[config.mk]
export PLATFORM = sky130hd
export DESIGN_NAME = mfcs_ctrl
export DESIGN_NICKNAME = d
export VERILOG_FILES = /design/src/rtl/mersenne_factor_candidate_sieve_defines.svh /design/src/rtl/mfcs_pkg.sv /design/src/rtl/mfcs_ctrl.sv
export SDC_FILE = /design/constraint.sdc
export NUM_CORES = 1
export LEC_CHECK = 0
export ABC_AREA = 1
export BUFFER_PORTS_ARGS = -buffer_cell sky130_fd_sc_hd__clkbuf_2
export CAP_MARGIN = 20
export CORE_MARGIN = 3
export CORE_UTILIZATION = 42
export DETAILED_ROUTE_END_ITERATION = 7
export PLACE_DENSITY = 0.68
export SYNTH_ARGS = -nofsm -noshare
export SYNTH_HDL_FRONTEND = slang
export SYNTH_SLANG_ARGS = --single-unit
[constraint.sdc]
create_clock -name clk_i -period 2.3 [get_ports clk_i]
set_clock_uncertainty 0.2 [all_clocks]
set_input_delay 0.345 -clock clk_i [delete_from_list [all_inputs] [get_ports clk_i]]
set_output_delay 0.345 -clock clk_i [all_outputs]
set_load 0.02 [all_outputs]
[src/rtl/mersenne_factor_candidate_sieve_defines.svh]
// ----------------------------------------------------------------------------
// Assertion macros for the Mersenne factor candidate sieve
// Concurrent checks that vanish when NO_ASSERTIONS is defined.
// ----------------------------------------------------------------------------
`ifndef MERSENNE_FACTOR_CANDIDATE_SIEVE_DEFINES_SVH
`define MERSENNE_FACTOR_CANDIDATE_SIEVE_DEFINES_SVH

`ifndef NO_ASSERTIONS
// Same-cycle implication
`define MFCS_ASSERT_SAME(label, clk, rst_n, ante, cons) \
  label: assert property (@(posedge clk) disable iff (!rst_n) (ante) |-> (cons)) \
    else $error("sieve check failed");
// Next-cycle implication
`define MFCS_ASSERT_NEXT(label, clk, rst_n, ante, cons) \
  label: assert property (@(posedge clk) disable iff (!rst_n) (ante) |=> (cons)) \
    else $error("sieve check failed");
`else
`define MFCS_ASSERT_SAME(label, clk, rst_n, ante, cons)
`define MFCS_ASSERT_NEXT(label, clk, rst_n, ante, cons)
`endif

`endif

[src/rtl/mfcs_pkg.sv]
// ----------------------------------------------------------------------------
// mfcs_pkg
// Constants, prime table and controller command type of the candidate sieve.
// ----------------------------------------------------------------------------
`default_nettype none

package mfcs_pkg;

  localparam int NUM_PRIMES = 64;
  localparam int POS_W      = 9;   // holds every prime of the table
  localparam int K_W        = 63;
  localparam int P_W        = 31;
  localparam int ACT_W      = 7;
  localparam int BIT_W      = 6;   // indexes the bits of start_k
  localparam int IDX_W      = 2;

  // Largest key that the search has to try: largest prime less one
  localparam logic [POS_W-1:0] MAX_KEY = 9'd312;
  localparam logic [BIT_W-1:0] TOP_BIT = 6'd62;

  // Register indexes
  localparam logic [IDX_W-1:0] CFG_EXPONENT = 2'd0;
  localparam logic [IDX_W-1:0] CFG_ACTIVE   = 2'd1;

  // The first odd primes
  localparam logic [POS_W-1:0] PRIME_TAB [NUM_PRIMES] = '{
    9'd3,   9'd5,   9'd7,   9'd11,  9'd13,  9'd17,  9'd19,  9'd23,
    9'd29,  9'd31,  9'd37,  9'd41,  9'd43,  9'd47,  9'd53,  9'd59,
    9'd61,  9'd67,  9'd71,  9'd73,  9'd79,  9'd83,  9'd89,  9'd97,
    9'd101, 9'd103, 9'd107, 9'd109, 9'd113, 9'd127, 9'd131, 9'd137,
    9'd139, 9'd149, 9'd151, 9'd157, 9'd163, 9'd167, 9'd173, 9'd179,
    9'd181, 9'd191, 9'd193, 9'd197, 9'd199, 9'd211, 9'd223, 9'd227,
    9'd229, 9'd233, 9'd239, 9'd241, 9'd251, 9'd257, 9'd263, 9'd269,
    9'd271, 9'd277, 9'd281, 9'd283, 9'd293, 9'd307, 9'd311, 9'd313
  };

  // Commands from the controller to the datapath
  typedef struct packed {
    logic             capture;  // latch start_k, clear the remainders
    logic             shift;    // fold one bit into every remainder
    logic [BIT_W-1:0] bit_idx;
    logic             prep;     // fix positions, set up the key search
    logic             search;   // try one key value in every lane
    logic [POS_W-1:0] k;
    logic             advance;  // test current k and step positions
  } cmd_t;

endpackage

`default_nettype wire

[src/rtl/mfcs_ctrl.sv]
// ----------------------------------------------------------------------------
// mfcs_ctrl
// Sequencer for restart and advance requests and the output handshake.
// ----------------------------------------------------------------------------
`default_nettype none

module mfcs_ctrl (
  input  wire logic          clk_i,
  input  wire logic          rst_ni,
  input  wire logic          in_valid_i,
  output logic               in_ready_o,
  input  wire logic          mode_i,
  output logic               out_valid_o,
  input  wire logic          out_ready_i,
  output mfcs_pkg::cmd_t     cmd_o
);
  import mfcs_pkg::*;

  localparam logic [1:0] ST_IDLE   = 2'd0;
  localparam logic [1:0] ST_LOAD   = 2'd1;
  localparam logic [1:0] ST_PREP   = 2'd2;
  localparam logic [1:0] ST_SEARCH = 2'd3;

  logic [1:0]       state_q, state_d;
  logic [POS_W-1:0] cnt_q, cnt_d;
  logic             out_valid_q, out_valid_d;
  logic             accept;

  assign in_ready_o  = (state_q == ST_IDLE) && (!out_valid_q || out_ready_i);
  assign accept      = in_valid_i && in_ready_o;
  assign out_valid_o = out_valid_q;

  // Next state and commands
  always_comb begin
    state_d     = state_q;
    cnt_d       = cnt_q;
    cmd_o       = '0;
    cmd_o.bit_idx = cnt_q[BIT_W-1:0];
    cmd_o.k     = cnt_q;
    out_valid_d = out_valid_q && !out_ready_i;
    case (state_q)
      ST_IDLE: begin
        if (accept && mode_i) begin
          cmd_o.advance = 1'b1;
          out_valid_d   = 1'b1;
        end else if (accept) begin
          cmd_o.capture = 1'b1;
          cnt_d         = {{(POS_W-BIT_W){1'b0}}, TOP_BIT};
          state_d       = ST_LOAD;
        end
      end
      ST_LOAD: begin
        cmd_o.shift = 1'b1;
        if (cnt_q == '0) begin
          state_d = ST_PREP;
        end else begin
          cnt_d = cnt_q - 1'b1;
        end
      end
      ST_PREP: begin
        cmd_o.prep = 1'b1;
        cnt_d      = {{(POS_W-1){1'b0}}, 1'b1};
        state_d    = ST_SEARCH;
      end
      ST_SEARCH: begin
        cmd_o.search = 1'b1;
        if (cnt_q == MAX_KEY) begin
          state_d = ST_IDLE;
        end else begin
          cnt_d = cnt_q + 1'b1;
        end
      end
      default: begin
        state_d = ST_IDLE;
      end
    endcase
  end

  // Hold state
  always_ff @(posedge clk_i or negedge rst_ni) begin
    if (!rst_ni) begin
      state_q     <= ST_IDLE;
      cnt_q       <= '0;
      out_valid_q <= 1'b0;
    end else begin
      state_q     <= state_d;
      cnt_q       <= cnt_d;
      out_valid_q <= out_valid_d;
    end
  end

endmodule

`default_nettype wire

Word level (Yosys, flattened, before mapping). Cells that the tools add are included. Widths: inputs -> output; s select.

$add $sub $neg: 2. Eq/ne operators: 10. Multiplexer cells: 20. Reductions and logical operators: 11.

Operators with widths (number): $mux 9 (4); $pmux 9 s4 (1); $ne 2x2->1 const B (6); $mux 1 (10); $add 9x1->9 const B (1); $eq 9x9->1 const B (1); $logic_not 9->1 (1); $sub 9x1->9 const B (1); $mux 2 (4); $pmux 2 s4 (1); $reduce_and 4->1 (2); $eq 2x2->1 const B (2); $logic_and 1x1->1 (4); $eq 2x1->1 const B (1); $logic_not 1->1 (2); $logic_not 2->1 (1); $logic_or 1x1->1 (1).

Register bits: 12. Logic and storage cells: 46.

Logic depth before layout (Yosys ltp). Gate-level depths: netlist of the first run.

Depth after elaboration: 7. Gate-level depth with buffers: 12. Depth with buffers taken out: 12.

Worst setup path before layout of the first run. No wires, ideal clock.

Path kind: reg2reg. From: reg state_q[1]. To: reg cnt_q[7]. Library setup time: 117 ps. Data arrival time: 1879 ps. Required time: 1983 ps. Path slack: 103 ps. Stages on the path, launching flop included: 10. Path through: dfrtp_1 ha_1 inv_1 ha_1 a21oi_1 nor2_1 nor2_1 nand3_1 nand3_1 nand2_1.

Cells in the longest elaborated chain, start to end: 6.

Ends and longest elaborated chain: start: declaration (line mfcs_ctrl.sv:24) `logic [1:0] state_q, state_d;`; start signal: assignment (line mfcs_ctrl.sv:86) `state_q <= state_d;`; $logic_not 2->1 (line mfcs_ctrl.sv:29, mfcs_ctrl.sv:41); $logic_and 1x1->1 (line mfcs_ctrl.sv:29) `assign in_ready_o = (state_q == ST_IDLE) && (!out_valid_q || out_ready_i);`; $logic_and 1x1->1 (line mfcs_ctrl.sv:30) `assign accept = in_valid_i && in_ready_o;`; $logic_and 1x1->1 (line mfcs_ctrl.sv:43) `if (accept && mode_i) begin`; $ne 2x2->1 (no source line); $reduce_and 4->1 (no source line); end signal: assignment (line mfcs_ctrl.sv:87) `cnt_q <= cnt_d;`; end: declaration (line mfcs_ctrl.sv:25) `logic [POS_W-1:0] cnt_q, cnt_d;`.

Several ways; a longest one is shown, not always the timed one. A chain may end at the register's enable or synchronous reset.

==> results.md, run 1 <==
STA:
- Setup violations remaining at the end of the flow were counted as 0.
- The final clock period utilization by the worst path is 0.926.
- For the pin with the worst max-slew slack, the measured transition is 306 ps.
- The worst relative slew slack is 0.794.
- The achievable frequency is 0.470 GHz.
- The final count of hold timing violations is 0.
- The time the final worst path needs with I/O delays and setup is 2130 ps.
- The final max-slew violation count is 0.
- Setup repair after global routing left no endpoint under its margin.
- For the final routed database, the setup TNS stands at 0 ps.

GRT:
- The total routing resource utilization after global routing is 0.167.
- Entering global routing, the biggest net connects 13 pins.
- The global routing's busiest layer is met2.
- The global-route congestion overflow total is 0.
- The number of antenna violations at the first check in global routing was 0.
- The number of global-route vias before repair is 1,039.
- The global-route wire length before repair is 4370 um.
- In the global route stage, met2 resource usage came out at 0.299.
- The met1 demand-to-capacity share in global routing is 0.200.
- The met3 global-route usage is 0.0407.

Drt:
- In this run the remaining antenna-violating nets after routing total 0.
- After the first detailed-routing iteration, the DRC count stood at 35.
- The number of remaining DRC errors is 0.
- The routed length per instance is 11.5 um.
- The first-pass detailed-route iteration total is 4.
- The number of vias per cell after detailed routing is 5.05.
- The final layout contains routed wiring with a total length of 2530 um.
- The detailed router placed 1,107 vias in this run.

Synth:
- The yosys synthesis warning count is 0.
- The area of the mapped netlist is 1100 um^2.
- After technology mapping, the gate count stands at 166.
- The share of synthesized registers carrying an async set or reset is 1.00.
- Each instance of the synthesized netlist takes up on average 6.66 um^2.
- The flop and latch count out of synthesis is 12.
- Counting distinct cell types in the post-synthesis netlist gives 22.
- The share of synthesized area in the top cell type comes to 0.272.
- By area the synthesized netlist is led by sky130_fd_sc_hd__dfrtp_1, sky130_fd_sc_hd__nand2_1, sky130_fd_sc_hd__ha_1.
- The post-synth net total is 183.
- The largest area contributor in the synthesized netlist is sky130_fd_sc_hd__dfrtp_1.
- By count the netlist is led by sky130_fd_sc_hd__nand2_1, sky130_fd_sc_hd__inv_1, sky130_fd_sc_hd__nor2_1.
- Yosys instantiated no cell more often than sky130_fd_sc_hd__nand2_1.
- For this run, the leading register cell type out of synthesis is sky130_fd_sc_hd__dfrtp_1.
- In this run, synthesis inferred 0 flip-flops with an integrated enable.
- Of the synthesized area, sequential elements account for 0.272.

Min path:
- The kind of path behind the tightest hold check is input pin to flop.

Setup path:
- In this run the register-to-register setup slack is 180 ps.
- The source of the worst register-to-register timing path is state_q[0]$_DFFE_PN0P_.
- The critical path contains buffers and inverters numbering 3 combined.
- At the worst endpoint, the required time is 1750 ps.
- The critical path data arrival time is 1580 ps.
- Tracing the worst setup path back leads to its startpoint at state_q[0]$_DFFE_PN0P_.
- The highest-delay cell along the critical path is sky130_fd_sc_hd__dfrtp_1.
- Counting cells, the worst reg-to-reg path comes to 9.
- Along the worst path, the maximum fanout reaches 10.
- The endpoint of the most critical setup path is cmd_o[19].
- The endpoint of the lowest-slack register-to-register path is cnt_q[5]$_DFFE_PN0P_.
- The total stage count of the critical path is 6.
- The type of element launching the critical path is a flop.
- The classification of the worst setup path is flop to primary output.
- STA classifies the critical path endpoint as a primary output.
- For this run, the slowest stage of the critical path takes 390 ps.
- The cell type group with the largest total delay on the critical path is buffers and inverters.
- Walking the worst path, the cells encountered are buf_4, inv_1, ha_1, nand3_1, nor2_1, clkbuf_2.

Die:
- The count of boundary I/O pins is 27.
- The core region area is 2360 um^2.
- The floorplan has 17 rows.
- Measured along the x axis, the die boundary spans 57.3 um.
- The die outline area is 3280 um^2.
- The initial utilization of the core area, before any placement, comes to 0.468.
- From bottom edge to top edge, the die measures 57.3 um.

CTS:
- The number of sinks driven by the clock tree is 12.
- TritonCTS built the clock tree.
- The count of buffers added by post-CTS timing repair for setup is 0.
- The number of clock buffers inserted by TritonCTS is 3.
- The cell at the root of the clock tree is sky130_fd_sc_hd__clkbuf_4.
- The buffer depth of the longest clock path is 2.
- After clock tree synthesis, the clock-pin slew on the worst setup and hold paths is 80 ps.
- The H-tree depth is 1.
- Clock latency on the worst-skew pair, taken at its later pin, is 280 ps.

Placement:
- The routability congestion estimate from global placement is 0.796.
- Input and output buffers added on the ports amount to 26.
- Detailed placement finished with a half-perimeter wire length of 2050 um.

Cells and area:
- For this run, the share of the core covered by cells in the final layout is 0.542.
- In the final layout, the share of cells above drive strength 1 is 0.215.
- The antenna cell count is 0.
- At the end of the flow, the number of nets in the layout was 209.
- From synthesis to final layout, the design area changed by 15.7%.

Run status:
- The run finished with clean final reports.

Flow run:
- The count of maximum capacitance violations is 0.
==> layout by cell type (no fill, tap or decap) <==
master and count:
sky130_fd_sc_hd__nand3_1 15, sky130_fd_sc_hd__o21bai_1 1, sky130_fd_sc_hd__buf_4 2, sky130_fd_sc_hd__o21ai_1 3
sky130_fd_sc_hd__nor3_2 1, sky130_fd_sc_hd__dlygate4sd3_1 1, sky130_fd_sc_hd__nor2_2 2, sky130_fd_sc_hd__clkbuf_4 3
sky130_fd_sc_hd__o21ai_2 2, sky130_fd_sc_hd__fa_1 1, sky130_fd_sc_hd__nand2_1 55, sky130_fd_sc_hd__nand3_4 1
sky130_fd_sc_hd__nand2_2 1, sky130_fd_sc_hd__inv_1 18, sky130_fd_sc_hd__dfrtp_1 12, sky130_fd_sc_hd__clkbuf_2 26
sky130_fd_sc_hd__o21ai_0 6, sky130_fd_sc_hd__nand4_1 3, sky130_fd_sc_hd__xor2_1 1, sky130_fd_sc_hd__a21oi_1 6
sky130_fd_sc_hd__clkbuf_8 1, sky130_fd_sc_hd__ha_1 11, sky130_fd_sc_hd__inv_2 2, sky130_fd_sc_hd__nor2_1 17
==> registers in the layout (all words and copies together) (netlist names) <==
signal / cells
state_q: 2
out_valid_o: 1
cnt_q: 9
==> logic make-up after synthesis <==
logic type | share of synthesized area
AO/OA/AOI/OAI | 0.0906
XOR/XNOR | 0.00793
adder cells (fa/ha/maj) | 0.143
buffers and inverters | 0.122
flip-flops | 0.272
AND/OR/NAND/NOR | 0.365
==> worst min-delay path by stage <==
stage                     cells after the start         from               endpoint
final                                         4  out_ready_i  out_valid_o$_DFF_PN0_
after global routing                          3       mode_i  out_valid_o$_DFF_PN0_
after CTS                                     3       mode_i  out_valid_o$_DFF_PN0_
after detailed placement                      1       rst_ni   cnt_q[8]$_DFFE_PN0P_
after global placement                        1       rst_ni   cnt_q[8]$_DFFE_PN0P_
after floorplan                               0       rst_ni   cnt_q[0]$_DFFE_PN0P_
==> tightest hold or removal path: stages <==
cell and delay (ps):
sky130_fd_sc_hd__clkbuf_2 90, sky130_fd_sc_hd__inv_2 40, sky130_fd_sc_hd__nand2_1 50, sky130_fd_sc_hd__o21ai_0 70
==> final cells by class <==
type                            instances  area (um^2)
Sequential cell                        12          300
Inverter                               20         75.1
Timing Repair Buffer                   29          155
Multi-Input combinational cell        126          677
Clock buffer                            4         36.3
Tap cell                               28         35.0
Fill cell                             232         1080
==> metal layers <==
metal | vias to the layer above | wire (um) | share of wire
li1 | 581 | - | -
met1 | 499 | 1150 | 0.45
met2 | 25 | 1240 | 0.49
met3 | 2 | 123 | 0.049
met4 | 0 | 14 | 0.0055
met5 | - | 0 | 0
==> repair_timing <==
| item | in CTS | in global routing |
|---|---|---|
| hold buffers | 1 | 0 |
| hold endpoints to repair | 12 | 0 |
| resized for setup | 0 | 2 |
| setup endpoints to repair | 0 | 7 |
==> stage by stage <==
step           instance area, um^2  hold slack [ps]  setup slack [ps]  cells
2_1_floorplan                 1100             -151               103    166
3_3_place_gp                  1220             49.2               202    214
3_5_place_dp                  1220             52.4               138    214
4_1_cts                       1270              146               114    219
5_1_grt                       1280              187              1.66    219
6_report                      1280              154               171    219
Power of run 1 is left out: the tool's default activity adds up to more than one toggle a clock period on the data nets, which glitch-free logic cannot reach.
==> run 2, diff against run 1 <==
Settings changed: CORE_UTILIZATION 42 to 45, PLACE_DENSITY 0.68 to 0.72, TNS_END_PERCENT set to 5.
==> results.md, run 2 (synthesis gave the netlist of run 1 again) <==
Placement:
- The placed wire-length estimate is 2040 um.
- During placement, the flow inserted port buffers numbering 26.
- The worst setup timing slack at the placement stage is 149 ps.
- The routability congestion estimate from global placement is 0.856.
- The placed instance area is 1220 um^2.

Drt:
- The number of remaining DRC errors is 0.
- The number of vias per cell after detailed routing is 5.11.
- The total via count in the routed design is 1,119.
- After detailed routing, the total wire length is 2510 um.
- The first-pass detailed-route iteration total is 4.
- The count of nets left with antenna violations once routing finished came out at 0.
- The violation count after the first detailed-route iteration is 20.
- Dividing the detail-routed wire length by the instance count gives 11.5 um.

Setup path:
- The critical path goes through buf_4, inv_1, ha_1, nand3_1, nor2_1, clkbuf_2.
- The required time of the worst setup path is 1750 ps.
- The cell type group with the largest total delay on the critical path is buffers and inverters.
- The highest cell delay on the worst timing path is 390 ps.
- The maximum fanout along the worst path is 10.
- The worst setup path is of the flop to primary output kind.
- STA classifies the critical path endpoint as a primary output.
- The number of buffer and inverter stages on the critical path is 3.
- The highest-delay cell along the critical path is sky130_fd_sc_hd__dfrtp_1.
- The critical path data arrival time is 1610 ps.
- The type of element launching the critical path is a flop.

Die:
- The count of boundary I/O pins is 27.
- The number of placement rows is 17.
- The effective utilization at floorplan is 0.485.
- The core region is 2280 um^2.
- The height of the chip is 55.6 um.
- The die covers 3090 um^2.
- The die width is 55.6 um.

GRT:
- The first global-routing pass estimated 4380 um of wire.
- The number of antenna violations at the first check in global routing is 0.
- Across every metal layer, demand over resource in global routing totals 0.174.
- The global-route congestion overflow total is 0.
- The maximum number of pins on one net before global-route repair is 13.
- The number of global-route vias before repair is 1,031.

STA:
- Setup repair after global routing left no endpoint under its margin.
- The final clock period utilization by the worst path is 0.938.
- The routed design could run at a clock period as short as 2160 ps.
- At the pin with the least slew margin, the transition time is 322 ps.
- The final max-slew violation count was 0.
- The achievable frequency is 0.464 GHz.
- Measured against its own limit, the worst slew margin works out to 0.785.
- The total negative slack is 0 ps.
- After layout, the worst setup slack is 143 ps.
- The post-route worst hold slack is 157 ps.
- The final count of hold timing violations was 0.
- Setup violations remaining at the end of the flow were counted as 0.

Cells and area:
- The share of post-route cells with drive strength above 1 is 0.215.
- The multi-input combinational cells in the finished layout cover a total of 669 um^2.
- cnt_q holds more flip-flops than any other register.
- The number of flip-flops under the largest register name is 9.
- The area of all sequential standard cells is 300 um^2.
- The repair_antennas step left the layout with diodes totalling 0.
- The finished cells cover 1270 um^2.
- The synthesis-to-finish area growth is 15.1%.
- The library cell used most frequently in the layout, excluding fill and tap cells, is sky130_fd_sc_hd__nand2_1.
- The number of nets in the final layout is 209.
- The filler cell count in the final layout is 217.
- The top cell types in the final layout, fill and taps aside, are sky130_fd_sc_hd__nand2_1, sky130_fd_sc_hd__clkbuf_2, sky130_fd_sc_hd__inv_1.

CTS:
- The clock tree from TritonCTS is done.
- The number of clock buffers inserted by TritonCTS is 3.
- The cell at the root of the clock tree is sky130_fd_sc_hd__clkbuf_4.
- The clock transition time at the flip-flop clock pins of the worst setup and hold paths is 80 ps.
- The buffer depth of the longest clock path is 2.
- The clock reaches the later pin of the worst-skew pair after 290 ps.
- In this run the number of H-tree levels came out at 1.
- The tree built by TritonCTS fans out to 12 sinks.

Min path:
- The kind of path behind the tightest hold check is input pin to flop.

Flow run:
- The tool flagged a number of max-cap violations equal to 0.

Run status:
- The flow ran to the end, and the final reports show no timing, DRC or antenna violations.
[run 2: cell counts in the layout (fill, tap and decap cells not counted)]
Identical to the previous run, type by type.
[run 2: repair_timing]
item                                   in CTS  in global routing
buffers inserted                            0                  0
hold buffers                                1                  0
resized for setup                           0                  1
setup endpoints to repair                   0                  3
endpoints found under the hold margin      12                  0
[run 2: through the flow]
stage,util,instances
6_report,0.559,219
2_1_floorplan,-,166
4_1_cts,0.559,219
3_5_place_dp,0.538,214
3_3_place_gp,0.538,214
5_1_grt,0.559,219
[run 2: routing by layer]
metal,vias up,wire [um],track usage
li1,577,-,-
met1,510,1140,0.204
met2,28,1190,0.302
met3,4,126,0.0467
met4,0,47,0.0625
met5,-,0,0
[run 2: worst register-to-register path, stage by stage (launching register included)]
cell and delay (ps):
sky130_fd_sc_hd__dfrtp_1 390, sky130_fd_sc_hd__buf_4 170, sky130_fd_sc_hd__inv_1 80, sky130_fd_sc_hd__ha_1 210
sky130_fd_sc_hd__nand3_1 160, sky130_fd_sc_hd__o21ai_1 230, sky130_fd_sc_hd__nand3_2 280, sky130_fd_sc_hd__inv_1 220
sky130_fd_sc_hd__nand2_1 80, sky130_fd_sc_hd__nand2_1 50
[run 2: path summary, 6_finish.rpt]
| path | from | to | slack [ps] | cells past startpoint |
|---|---|---|---|---|
| hold / removal | mode_i | out_valid_o$_DFF_PN0_ | 160 | 3 |
| setup reg to reg | state_q[0]$_DFFE_PN0P_ | cnt_q[5]$_DFFE_PN0P_ | 170 | 9 |
| setup / recovery | state_q[0]$_DFFE_PN0P_ | cmd_o[19] | 140 | 6 |
| hold reg to reg | cnt_q[7]$_DFFE_PN0P_ | cnt_q[7]$_DFFE_PN0P_ | 380 | 2 |
| min in group asynchronous | rst_ni | cnt_q[6]$_DFFE_PN0P_ | 270 | 2 |
| max in group asynchronous | rst_ni | state_q[0]$_DFFE_PN0P_ | 1390 | 2 |
[run 2: area by class of cell]
class                      instances  share of cell area
sequential                        12               0.236
timing repair buffer              29               0.122
tap                               28              0.0276
clock buffer                       4              0.0285
multi-input combinational        126               0.527
inverter                          20              0.0591
Power of run 2 is left out for the same reason.
==> run 3, diff against run 2 <==
Settings changed: CELL_PAD_IN_SITES_DETAIL_PLACEMENT set to 0, CELL_PAD_IN_SITES_GLOBAL_PLACEMENT set to 1, CORE_UTILIZATION 45 to 36, PLACE_DENSITY 0.72 to 0.81.
==> results.md, run 3 (synthesis gave the netlist of run 1 again) <==
Die:
- During I/O placement, the number of pins put on the boundary was 27.
- The initial utilization of the core area, before any placement, comes to 0.391.
- In this run the vertical extent of the chip is 61.4 um.
- In this run the core area contains 19 standard-cell rows.
- The die width is 61.4 um.
- The core region area is 2830 um^2.
- The die outline area is 3770 um^2.

Drt:
- In the routed layout, each cell is associated on average with a via count of 4.89.
- For this run, design rule violations remaining after detail routing come to 0.
- After detailed routing, the average wire length per cell comes to 11.6 um.
- The post-route antenna net violation count is 0.
- The wire length reported by the detailed router is 2600 um.
- The first-pass detailed-route iteration total is 4.
- The violation count after the first detailed-route iteration is 55.
- The total via count in the routed design is 1,095.

Placement:
- In this run the tool buffered the top-level ports with 26 buffer cells.
- The routability congestion estimate from global placement is 0.808.
- Once placement completed, the tool counted placed cells totaling 219.
- The placed instances occupy a cell area of 1240 um^2.
- The placed wire-length estimate is 2170 um.
- The worst setup timing slack at the placement stage is 105 ps.

STA:
- Setup repair after global routing could not meet its margin everywhere.
- Headroom to the max-slew limit came out at 0.783.
- The post-route worst hold slack is 140 ps.
- The time the final worst path needs with I/O delays and setup is 2110 ps.
- The final clock period utilization by the worst path is 0.915.
- The slew at the pin closest to its max-slew limit is 326 ps.
- The slack of the critical path is 195 ps.
- The final count of hold timing violations is 0.
- The final max-slew violation count is 0.
- The final setup violation count is 0.
- Based on the critical path, the design can be clocked at up to 0.475 GHz.

Setup path:
- For the worst setup path, the data required time is 2280 ps.
- The maximum fanout along the worst path is 8.
- In this run the critical register-to-register path is launched from state_q[0]$_DFFE_PN0P_.
- The highest cell delay on the worst timing path is 430 ps.
- Counting cells, the worst reg-to-reg path comes to 9.
- STA classifies the critical path endpoint as a flop.
- Walking the worst path, the cells encountered are ha_1, inv_2, ha_1, a21oi_1, nor2_1, nor2_1, nand3_1, nand3_1, nand2_1.
- Data arrives at the worst endpoint at 2080 ps.
- The highest-delay cell along the critical path is sky130_fd_sc_hd__dfrtp_1.
- The type of element launching the critical path is a flop.
- The classification of the worst setup path is flop to flop.
- The slack of the worst reg-to-reg path is 190 ps.
- The endpoint identified for the worst register-to-register timing path is cnt_q[7]$_DFFE_PN0P_.

Cells and area:
- The antenna cell count is 0.
- The register with the most flip-flops is cnt_q.
- The share of post-route cells with drive strength above 1 is 0.223.
- The synthesis-to-finish area growth is 16.8%.
- The top cell types in the final layout, fill and taps aside, are sky130_fd_sc_hd__nand2_1, sky130_fd_sc_hd__clkbuf_2, sky130_fd_sc_hd__inv_1.
- The number of flip-flops under the largest register name is 9.
- The layout has 299 filler cells.
- The net count of the finished layout is 211.
- The commonest non-fill, non-tap cell in the layout is sky130_fd_sc_hd__nand2_1.
- The final instance area is 1290 um^2.
- The final cell count without fillers is 224.

Run status:
- The flow ran to the end, and the final reports show no timing, DRC or antenna violations.

CTS:
- CTS placed an instance of sky130_fd_sc_hd__clkbuf_4 at the clock tree root.
- The clock transition time at the flip-flop clock pins of the worst setup and hold paths is 80 ps.
- In this run, CTS created clock tree buffers numbering 3.
- The buffer depth of the longest clock path is 2.
- In this run the number of H-tree levels came out at 1.
- The number of sinks driven by the clock tree is 12.
- At the later pin of the worst-skew pair, clock insertion delay measures 280 ps.
- TritonCTS built the clock tree.

Flow run:
- The count of maximum capacitance violations is 0.

GRT:
- The number of antenna violations at the first check in global routing is 0.
- The total routing resource utilization after global routing is 0.161.
- The global-route congestion overflow total is 0.
- The maximum number of pins on one net before global-route repair is 13.
- The number of global-route vias before repair is 977.
- The first global-routing pass estimated 4390 um of wire.

Min path:
- The end point of the most critical hold path is out_valid_o$_DFF_PN0_.
- The start point of the worst min-delay path is mode_i.
- The kind of path behind the tightest hold check is input pin to flop.
- The number of stages on the worst hold path is 3.
run 3: worst max-delay path, delay by kind of cell, from the launching register on:
kind	cells	cell delay (ps)
AND/OR/NAND/NOR	5	420
adder cells (fa/ha/maj)	2	540
buffers and inverters	1	150
AO/OA/AOI/OAI	1	260
flip-flops	1	430
run 3: layout make-up:
cell class / count / area (um^2) / share of cell area
Timing Repair Buffer: 31 / 170 / 0.132
Clock buffer: 4 / 36.3 / 0.0281
Inverter: 20 / 75.1 / 0.0582
Multi-Input combinational cell: 126 / 669 / 0.519
Tap cell: 31 / 38.8 / 0.0301
Sequential cell: 12 / 300 / 0.233
run 3: what timing repair did:
| item | CTS | global route |
|---|---|---|
| hold endpoints to repair | 12 | 0 |
| hold buffers | 1 | 0 |
| setup buffers | 0 | 0 |
| gates resized for setup | 0 | 1 |
| endpoints found under the setup margin | 0 | 5 |
run 3: worst max path at each step:
stage | startpoint | endpoint | slack, ps | cells past startpoint
global route | state_q[1]$_DFFE_PN0P_ | cnt_q[8]$_DFFE_PN0P_ | -10 | 12
floorplan | state_q[1]$_DFFE_PN0P_ | cnt_q[7]$_DFFE_PN0P_ | 100 | 9
finish | state_q[0]$_DFFE_PN0P_ | cnt_q[7]$_DFFE_PN0P_ | 190 | 9
detailed placement | state_q[0]$_DFFE_PN0P_ | cnt_q[7]$_DFFE_PN0P_ | 110 | 9
global placement | state_q[1]$_DFFE_PN0P_ | cnt_q[7]$_DFFE_PN0P_ | 180 | 9
CTS | state_q[1]$_DFFE_PN0P_ | cnt_q[7]$_DFFE_PN0P_ | 90 | 9
run 3: routing by layer:
metal / global-route usage / part of all wire / wire length (um)
met4: 0.0545 / 0.014 / 37
met5: 0 / 0 / 0
met3: 0.0377 / 0.040 / 104
met2: 0.264 / 0.47 / 1230
met1: 0.207 / 0.47 / 1220
run 3: metrics by stage:
stage	utilization	setup TNS, ps
after global placement	0.440	0
after floorplan	-	0
after CTS	0.456	0
final	0.456	0
after detailed placement	0.440	0
after global routing	0.456	-11.7
Power of run 3 is left out for the same reason.
